`src/design/sfr_pkg.sv`:
```
package sfr_pkg;

  localparam logic [7:0]  SYNC_FIRST   = 8'hAA;
  localparam logic [7:0]  SYNC_SECOND  = 8'hCC;
  localparam logic [7:0]  TRAILER_BYTE = 8'h55;
  localparam logic [15:0] CRC_INIT     = 16'hFFFF;
  localparam logic [15:0] CRC_POLY     = 16'hA001;

  typedef enum logic [1:0] {
    STATUS_OK          = 2'd0,
    STATUS_CRC_ERR     = 2'd1,
    STATUS_TRAILER_ERR = 2'd2
  } status_t;

  typedef struct packed {
    logic [7:0] payload_byte;
    logic       payload_valid;
    logic       frame_done;
    status_t    frame_status;
    logic [7:0] payload_length;
  } result_t;

  // crc-16/modbus, one byte, lsb first
  function automatic logic [15:0] crc_feed(input logic [15:0] crc_in, input logic [7:0] b);
    logic [15:0] c;
    c = crc_in ^ {8'h00, b};
    for (int k = 0; k < 8; k++) begin
      if (c[0]) c = (c >> 1) ^ CRC_POLY;
      else      c = c >> 1;
    end
    return c;
  endfunction

endpackage

```
`src/design/sfr_if.sv`:
```
interface sfr_in_if;
  logic       valid;
  logic       ready;
  logic [7:0] rx_byte;

  modport source (output valid, output rx_byte, input ready);
  modport sink   (input valid, input rx_byte, output ready);
endinterface

interface sfr_out_if;
  logic       valid;
  logic       ready;
  logic [7:0] payload_byte;
  logic       payload_valid;
  logic       frame_done;
  logic [1:0] frame_status;
  logic [7:0] payload_length;

  modport source (output valid, output payload_byte, output payload_valid, output frame_done,
                  output frame_status, output payload_length, input ready);
  modport sink   (input valid, input payload_byte, input payload_valid, input frame_done,
                  input frame_status, input payload_length, output ready);
endinterface

```
`src/design/sfr_parser.sv`:
```
module sfr_parser (
  input  logic                clk,
  input  logic                rst,
  input  logic                accept,
  input  logic [7:0]          rx_byte,
  output sfr_pkg::result_t    result
);

  typedef enum logic [2:0] {
    HUNT1 = 3'd0,
    HUNT2 = 3'd1,
    LEN   = 3'd2,
    PAY   = 3'd3,
    CRCLO = 3'd4,
    CRCHI = 3'd5,
    TRAIL = 3'd6
  } stage_t;

  stage_t      stage, stage_next;
  logic [7:0]  frame_length, frame_length_next;
  logic [7:0]  bytes_left, bytes_left_next;
  logic [15:0] crc, crc_next;
  logic [7:0]  crc_low, crc_low_next;
  logic [7:0]  crc_high, crc_high_next;
  logic [15:0] crc_fed;

  assign crc_fed = sfr_pkg::crc_feed(crc, rx_byte);

  always_comb begin
    stage_next        = stage;
    frame_length_next = frame_length;
    bytes_left_next   = bytes_left;
    crc_next          = crc;
    crc_low_next      = crc_low;
    crc_high_next     = crc_high;
    result            = '0;
    unique case (stage)
      HUNT2: begin
        if (rx_byte == sfr_pkg::SYNC_SECOND) begin
          crc_next   = crc_fed;
          stage_next = LEN;
        end else begin
          crc_next   = sfr_pkg::CRC_INIT;
          stage_next = HUNT1;
        end
      end
      LEN: begin
        frame_length_next = rx_byte;
        bytes_left_next   = rx_byte;
        crc_next          = crc_fed;
        stage_next        = (rx_byte == 8'd0) ? CRCLO : PAY;
      end
      PAY: begin
        result.payload_byte  = rx_byte;
        result.payload_valid = 1'b1;
        crc_next             = crc_fed;
        bytes_left_next      = bytes_left - 8'd1;
        if (bytes_left == 8'd1) stage_next = CRCLO;
      end
      CRCLO: begin
        crc_low_next = rx_byte;
        stage_next   = CRCHI;
      end
      CRCHI: begin
        crc_high_next = rx_byte;
        stage_next    = TRAIL;
      end
      TRAIL: begin
        result.frame_done     = 1'b1;
        result.payload_length = frame_length;
        if (rx_byte != sfr_pkg::TRAILER_BYTE) result.frame_status = sfr_pkg::STATUS_TRAILER_ERR;
        else if ({crc_high, crc_low} != crc) result.frame_status = sfr_pkg::STATUS_CRC_ERR;
        else result.frame_status = sfr_pkg::STATUS_OK;
        stage_next      = HUNT1;
        crc_next        = sfr_pkg::CRC_INIT;
        bytes_left_next = 8'd0;
      end
      default: begin
        // hunting, also covers the unused stage code
        if (rx_byte == sfr_pkg::SYNC_FIRST) begin
          crc_next   = sfr_pkg::crc_feed(sfr_pkg::CRC_INIT, rx_byte);
          stage_next = HUNT2;
        end else begin
          crc_next   = sfr_pkg::CRC_INIT;
          stage_next = HUNT1;
        end
      end
    endcase
  end

  always_ff @(posedge clk) begin
    if (rst) begin
      stage        <= HUNT1;
      frame_length <= 8'd0;
      bytes_left   <= 8'd0;
      crc          <= sfr_pkg::CRC_INIT;
      crc_low      <= 8'd0;
      crc_high     <= 8'd0;
    end else if (accept) begin
      stage        <= stage_next;
      frame_length <= frame_length_next;
      bytes_left   <= bytes_left_next;
      crc          <= crc_next;
      crc_low      <= crc_low_next;
      crc_high     <= crc_high_next;
    end
  end

endmodule

```
`src/design/serial_frame_receiver_crc16.sv`:
```
// output: a result is registered and appears in the cycle after its byte transfer
// throughput: one byte per cycle unless out_ch stalls; the parser and crc update
// finish in that cycle; the output register is reloaded whenever empty or being taken
// reset (rst, synchronous): parser hunts for the first sync byte, crc back to
// 0xffff, output register empty
module serial_frame_receiver_crc16 (
  input logic       clk,
  input logic       rst,
  sfr_in_if.sink    in_ch,
  sfr_out_if.source out_ch
);

  sfr_pkg::result_t res_comb;
  sfr_pkg::result_t res_q;
  logic             res_valid;
  logic             accept;

  assign in_ch.ready = !res_valid || out_ch.ready;
  assign accept      = in_ch.valid && in_ch.ready;

  sfr_parser u_parser (
    .clk     (clk),
    .rst     (rst),
    .accept  (accept),
    .rx_byte (in_ch.rx_byte),
    .result  (res_comb)
  );

  always_ff @(posedge clk) begin
    if (rst) begin
      res_valid <= 1'b0;
    end else if (in_ch.ready) begin
      res_valid <= in_ch.valid;
    end
  end

  always_ff @(posedge clk) begin
    if (accept) res_q <= res_comb;
  end

  assign out_ch.valid          = res_valid;
  assign out_ch.payload_byte   = res_q.payload_byte;
  assign out_ch.payload_valid  = res_q.payload_valid;
  assign out_ch.frame_done     = res_q.frame_done;
  assign out_ch.frame_status   = res_q.frame_status;
  assign out_ch.payload_length = res_q.payload_length;

endmodule

```
`src/flat_wrapper.sv`:
```
// flat-port wrapper written by rule: the top's interface ports become plain ports
module serial_frame_receiver_crc16_flat 
  (clk, rst, in_ch_valid, in_ch_rx_byte, in_ch_ready, out_ch_valid, out_ch_payload_byte, out_ch_payload_valid, out_ch_frame_done, out_ch_frame_status, out_ch_payload_length, out_ch_ready);
  sfr_in_if in_ch_i ();
  sfr_out_if out_ch_i ();
  input logic clk;
  input logic rst;
  input wire logic [$bits(in_ch_i.valid)-1:0] in_ch_valid;
  input wire logic [$bits(in_ch_i.rx_byte)-1:0] in_ch_rx_byte;
  output wire logic [$bits(in_ch_i.ready)-1:0] in_ch_ready;
  output wire logic [$bits(out_ch_i.valid)-1:0] out_ch_valid;
  output wire logic [$bits(out_ch_i.payload_byte)-1:0] out_ch_payload_byte;
  output wire logic [$bits(out_ch_i.payload_valid)-1:0] out_ch_payload_valid;
  output wire logic [$bits(out_ch_i.frame_done)-1:0] out_ch_frame_done;
  output wire logic [$bits(out_ch_i.frame_status)-1:0] out_ch_frame_status;
  output wire logic [$bits(out_ch_i.payload_length)-1:0] out_ch_payload_length;
  input wire logic [$bits(out_ch_i.ready)-1:0] out_ch_ready;
  assign in_ch_i.valid = in_ch_valid;
  assign in_ch_i.rx_byte = in_ch_rx_byte;
  assign in_ch_ready = in_ch_i.ready;
  assign out_ch_valid = out_ch_i.valid;
  assign out_ch_payload_byte = out_ch_i.payload_byte;
  assign out_ch_payload_valid = out_ch_i.payload_valid;
  assign out_ch_frame_done = out_ch_i.frame_done;
  assign out_ch_frame_status = out_ch_i.frame_status;
  assign out_ch_payload_length = out_ch_i.payload_length;
  assign out_ch_i.ready = out_ch_ready;
  serial_frame_receiver_crc16 u_core (.clk(clk), .rst(rst), .in_ch(in_ch_i), .out_ch(out_ch_i));
endmodule
```
`config.mk`:
```
export PLATFORM = sky130hd
export DESIGN_NAME = serial_frame_receiver_crc16_flat
export DESIGN_NICKNAME = d
export VERILOG_FILES = /design/src/design/sfr_pkg.sv /design/src/design/sfr_if.sv /design/src/design/sfr_parser.sv /design/src/design/serial_frame_receiver_crc16.sv /design/src/flat_wrapper.sv
export SDC_FILE = /design/constraint.sdc
export NUM_CORES = 1
export LEC_CHECK = 0
export BUFFER_PORTS_ARGS = -buffer_cell sky130_fd_sc_hd__buf_4
export CAP_MARGIN = 10
export CORE_AREA = 3 3 101 103
export CTS_BUF_LIST = sky130_fd_sc_hd__clkbuf_8
export DETAILED_ROUTE_END_ITERATION = 7
export DIE_AREA = 0 0 104 106
export PLACE_DENSITY = 0.68
export SETUP_SLACK_MARGIN = 0.5
export SLEW_MARGIN = 10
export SYNTH_ARGS = -nofsm -noshare
export SYNTH_HDL_FRONTEND = slang
export SYNTH_HIERARCHICAL = 1
export SYNTH_SLANG_ARGS = --single-unit
```
`constraint.sdc`:
```
create_clock -name clk -period 1.8 [get_ports clk]
set_input_delay 0.09 -clock clk [delete_from_list [all_inputs] [get_ports clk]]
set_output_delay 0.09 -clock clk [all_outputs]
set_load 0.02 [all_outputs]
```
Yosys cells after proc, flatten, opt, wreduce, memory -nomap -nowiden
Index checks and enable logic that the tools add are counted.

$mul: 0. Equality and inequality tests: 12. Div/mod/pow operators: 0. $add $sub $neg: 1. Reduce and logical (&&, ||, !) cells: 15. Bitwise operators: 20. Order comparisons: 0. Muxes and demuxes: 43. Shift-type cells: 0.

Operator list (count): 16-bit two-way mux (32); 16-bit one-hot mux with 4 select lines (1); 2-bit inverter with 3-bit output (16); 8-bit one-hot mux with 3 select lines (1); 3-bit one-hot mux with 6 select lines (1); 8-bit equality test (second input constant) (2); 16-bit != test (1); 8-bit inverter with 16-bit output (1); 16-bit by 8-bit bitwise XOR with 16-bit output (1); 2-bit AND reduction (6); 11-bit two-way mux (1); 3-bit equality test (second input constant) (3); 8-bit by 1-bit equality test with 1-bit output (second input constant) (1); 8-bit logical NOT (1); 8-bit by 7-bit != test with 1-bit output (second input constant) (1); 8-bit by 1-bit subtractor with 8-bit output (second input constant) (1); 3-bit by 2-bit equality test with 1-bit output (second input constant) (2); 3-bit two-way mux (2); 2-bit OR reduction (3); 6-bit OR reduction (1); 2-bit two-way mux (2); 3-bit by 1-bit equality test with 1-bit output (second input constant) (1); 1-bit two-way mux (3); 3-bit nonzero test (1); other kinds (5) (6).

Memory bits (read-only): 0. Memories kept: 0. Register bits after elaboration: 72. Output and inout port bits: 22. Latch bits: 0. Word-level logic and storage cells: 104. Bits in writable memories: 0. Input bits: 12.

Logic depth before layout (Yosys ltp)
Word-level depth: 33. Mapped depth: 9.

Cells and area by module
Netlist, hierarchy kept.

By module, submodules not included: sfr_parser (cells each 380, area each 3032.9 µm², instances 1, sequential area each 1021.0 µm²); serial_frame_receiver_crc16 (cells each 25, area each 655.6 µm², instances 1, sequential area each 620.6 µm²).

Least setup slack after synthesis
Ideal clock, no wire load.

Path type: register to register. From: reg u_core.res_valid, in the netlist u_core/out_ch.valid. To: reg u_core.u_parser.bytes_left[0]. Setup slack: -0.240 ns. Stages on the path, launching flop included: 10. Data required time: 1.735 ns. Setup time: 0.065 ns. Arrival time: 1.974 ns. Buffers on the path: 1. Clock period less this slack: 2.040 ns. Cell sequence: dfxtp_1 nand2b_4 and2_4 clkbuf_1 nand2_1 nor3_1 nand2_1 o31ai_1 a21oi_1 nor2_1.

Cells in the longest elaborated chain, start to end: 4.

Ends and longest elaborated chain: start: declaration (RTL line serial_frame_receiver_crc16.sv:15) `logic res_valid;`; start signal: assignment (RTL line serial_frame_receiver_crc16.sv:33) `res_valid <= in_ch.valid;`; 1-bit logical NOT (RTL line serial_frame_receiver_crc16.sv:18) `assign in_ch.ready = !res_valid || out_ch.ready;`; 1-bit logical OR (RTL line serial_frame_receiver_crc16.sv:18); net in_ch_ready (RTL line flat_wrapper.sv:10) `output wire logic [$bits(in_ch_i.ready)-1:0] in_ch_ready;`; 1-bit logical AND (RTL line serial_frame_receiver_crc16.sv:19) `assign accept = in_ch.valid && in_ch.ready;`; net u_core.accept (RTL line serial_frame_receiver_crc16.sv:16) `logic accept;`; 2-bit AND reduction (no source line); end signal: assignment (RTL line sfr_parser.sv:102) `bytes_left <= bytes_left_next;`; end: declaration (RTL line sfr_parser.sv:21) `logic [7:0] bytes_left, bytes_left_next;`.

The timed path passes the listed nets, and every way through them passes these cells. A chain may end at the register's enable or synchronous reset.

Worst setup path after layout
From: reg u_core.u_parser.bytes_left[5]. To: reg u_core.u_parser.stage[2].

Cells in the longest elaborated chain, start to end: 3.

Ends and longest elaborated chain: 8-bit by 1-bit equality test with 1-bit output (RTL line sfr_parser.sv:58) `if (bytes_left == 8'd1) stage_next = CRCLO;`; 2-bit != test (no source line); 2-bit AND reduction (no source line); end signal: assignment (RTL line sfr_parser.sv:100) `stage <= stage_next;`; end: declaration (RTL line sfr_parser.sv:19) `stage_t stage, stage_next;`.

No other way between the ends.

==> flow_summary_export.csv <==
group,metric,value,unit
critical_path,worstPathRequired,2.11,ns
critical_path,r2r_end,"u_core/u_parser/stage[2]",
global_route,grt_max_degree,31,
route,routedWlPerCell,17.6,µm
critical_path,reg2reg_slack,0.16,ns
route,final_antenna_net_count,0,
sta,fmax,0.608,GHz
sta,grt_setup_unrepaired,"yes",
cells_and_area,final_util,56.9,%
clock_tree,insertion_delay,0.37,ns
placement,preCtsSetupSlack,0.0851,ns
global_route,grt_usage,19.0,%
placement,io_buffers,33,
synthesis,yosysSeqAreaShare,44.5,%
power_and_ir_drop,leakage,2.10,nW
power_and_ir_drop,clkPwrFrac,34.9,%
synthesis,synth_fa_ha_area_share,5.43,%
run_status,status,"finished, final reports clean",
power_and_ir_drop,peakVddDrop,0.362,mV
sta,finClkSkew,0.0104,ns
die,rows,35,
sta,fin_crit_sh,91.4,%
global_route,grt_pass1_vias,3268,
synthesis,synthArstFlopShare,0,%
route,wl,11000,µm
synthesis,synth_top_family_by_area,"simple AND/OR/NAND/NOR gates",
cells_and_area,drive_gt1_share,41.4,%
placement,dp_hpwl,6420,µm
clock_tree,clk_pin_slew,0.09,ns
critical_path,cp-startpoint,"u_core/u_parser/bytes_left[5]",
clock_tree,htreeDepth,3,
sta,hold_viol,0,
sta,drv_slew,0,
sta,max_slew_margin,65.4,%
clock_tree,numCtsBuffers,9,
clock_tree,cts-root-buf,"clkbuf_8",
die,die_w,104,µm
critical_path,reg2reg_depth,6,
synthesis,synthCells,405,
critical_path,timing.rr.start,"u_core/u_parser/bytes_left[5]",
power_and_ir_drop,p_seq_share,47.7,%
critical_path,startpoint_type,"register",
global_route,grt_pass1_wl,16600,µm
synthesis,synth_compound_area_share,14.6,%
power_and_ir_drop,power.internal,2.52,mW
clock_tree,cts_num_sinks,72,
power_and_ir_drop,power.density,682,mW/mm²
synthesis,mappedNetlistArea,0.00369,mm²
cells_and_area,fin_nets,516,
synthesis,synth_top_area_share,28.2,%
global_route,overflow,0,
die,die_h,106,µm
synthesis,synthTopCellsByArea,"dfxtp_1, edfxtp_1, xnor2_1, a21oi_1, ha_1",
synthesis,synthMuxAreaShare,2.17,%
die,core-area,0.00928,mm²
synthesis,synth_ff_type,"dfxtp_1",
critical_path,crit_type,"reg -> reg",
synthesis,yosysWarnings,6,
sta,fin_tns_setup,0,ns
synthesis,yosysUniqueCellTypes,46,
synthesis,synth.most_common_cell,"dfxtp_1",
critical_path,path_max_fanout,3,
sta,setup_viol,0,
critical_path,worstPathArrival,1.96,ns
global_route,antenna_found_initial,0,
sta,period_needed,1.64,ns
die,num_io_pins,34,
synthesis,ys_ff_latch,72,
critical_path,cp-end-kind,"register",
clock_tree,cts_tree,"yes",
hold_path,hold_path_class,"in -> reg",
route,vias,3260,
cells_and_area,area_growth,43.2,%
placement,gp_congestion,0.910,
hold_path,min-delay-start,"in_ch_rx_byte[1]",
route,drcViolationCount,0,
synthesis,avgSynthCellArea,9.11,µm²
synthesis,synth_xor_area_share,12.0,%
synthesis,synth_edf_count,20,
sta,tightest_slew,0.516,ns
critical_path,endpoint,"u_core/u_parser/stage[2]",
synthesis,syn_nets,433,
route,firstDrtPassIters,4,
die,initial_core_util,39.7,%
power_and_ir_drop,switching_share,30.1,%
run,maxCapViolCount,0,
synthesis,synth_common_cells,"dfxtp_1, a21oi_1, nand2_1, xnor2_1, nor2_1",
sta,fin_ws,0.155,ns
power_and_ir_drop,power,3.60,mW
die,die_area,0.0110,mm²
cells_and_area,n_antenna_cell,0,
synthesis,yosys.area_share.simple,16.4,%
clock_tree,clk_path_buf_depth,2,
power_and_ir_drop,pwr-share-comb,17.4,%
route,vias_per_cell,5.24,
route,dr.first_iter.drc_count,174,
synthesis,synth_top_area_cell,"dfxtp_1",
power_and_ir_drop,p_switching,1.09,mW
## worst min-delay path by stage
stage                                            endpoint  cells after the start
after floorplan                       u_core/out_ch.valid                      1
after global placement                u_core/out_ch.valid                      3
after detailed placement              u_core/out_ch.valid                      3
after CTS                 u_core/u_parser/frame_length[1]                      3
after global routing      u_core/u_parser/frame_length[1]                      3
final                     u_core/u_parser/frame_length[1]                      3
## routing by layer
metal  GRT usage [%]  share of wire, %  up-vias
li1                -                 -     1555
met1            23.5                41     1556
met2            31.5                48      124
met3            4.80               7.3       25
met4            8.17               3.3        0
met5               0                 0        -
## cells in the final DEF (no fill, tap or decap), drive strengths merged, types with 3 or more instances in the layout
cell,count
nor3,11
nor2b,5
o22ai,7
and3,9
clkbuf,11
mux2i,8
edfxtp,20
xor2,11
o21ai,19
a211oi,4
nand3,3
nor2,35
inv,21
nand2b,3
o21bai,6
xnor2,38
a21oi,43
nand4,8
buf,94
nand2,39
a221oi,3
dfxtp,52
ha,16
and2,3
## sequential cells by signal, summed over array words and instances, names as in the netlist
register,count
u_core/out_ch.frame_done,1
u_core/out_ch.frame_status,2
u_core/out_ch.payload_byte,8
u_core/out_ch.payload_length,8
u_core/out_ch.payload_valid,1
u_core/out_ch.valid,1
u_core/u_parser/bytes_left,8
u_core/u_parser/crc,16
u_core/u_parser/crc_high,8
u_core/u_parser/crc_low,8
u_core/u_parser/frame_length,8
u_core/u_parser/stage,3
## logic make-up after synthesis
group           count (synthesis)
fa+ha+maj                      16
compound gates                 91
buf+inv                        43
simple gates                  126
flops                          72
xor+xnor                       49
mux                             8
## critical path, stage by stage, from the launching register on
cell,delay [ns]
dfxtp_2,0.33
or4_4,0.55
nor3_4,0.18
a21oi_2,0.09
nor2b_2,0.21
a32oi_1,0.13
nor2_1,0.10
## timing repair
item	CTS	global route
resized for setup	74	33
cloned	2	3
setup endpoints to repair	64	73
hold buffers	1	0
endpoints found under the hold margin	1	0
setup buffers	23	6
pin swaps	26	20
## per-stage QoR
| step | instances | hold WS [ns] | area, µm² |
|---|---|---|---|
| final | 622 | 0.0128 | 5280 |
| after floorplan | 405 | 0.143 | 3850 |
| after detailed placement | 571 | 0.351 | 4320 |
| after global placement | 571 | 0.336 | 4320 |
| after global routing | 622 | 0.0126 | 5280 |
| after CTS | 613 | 0.000230 | 5030 |
## power groups by stage
stage                     logic, mW  registers [mW]  clock network, mW
after floorplan               0.279            1.78                  0
after detailed placement      0.442            1.76                  0
final                         0.627            1.72               1.26
after global routing          0.659            1.72               1.34
after global placement        0.440            1.76                  0
after CTS                     0.559            1.72               1.28
## final cells by class
| type | count | area (µm²) |
|---|---|---|
| clock buffer | 9 | 124 |
| clock inverter | 7 | 62.6 |
| fill | 774 | 4000 |
| inverter | 17 | 63.8 |
| multi-input combinational | 291 | 2360 |
| sequential | 72 | 1670 |
| tap | 129 | 161 |
| timing repair buffer | 97 | 836 |
Power figures use the tool's default switching activity.
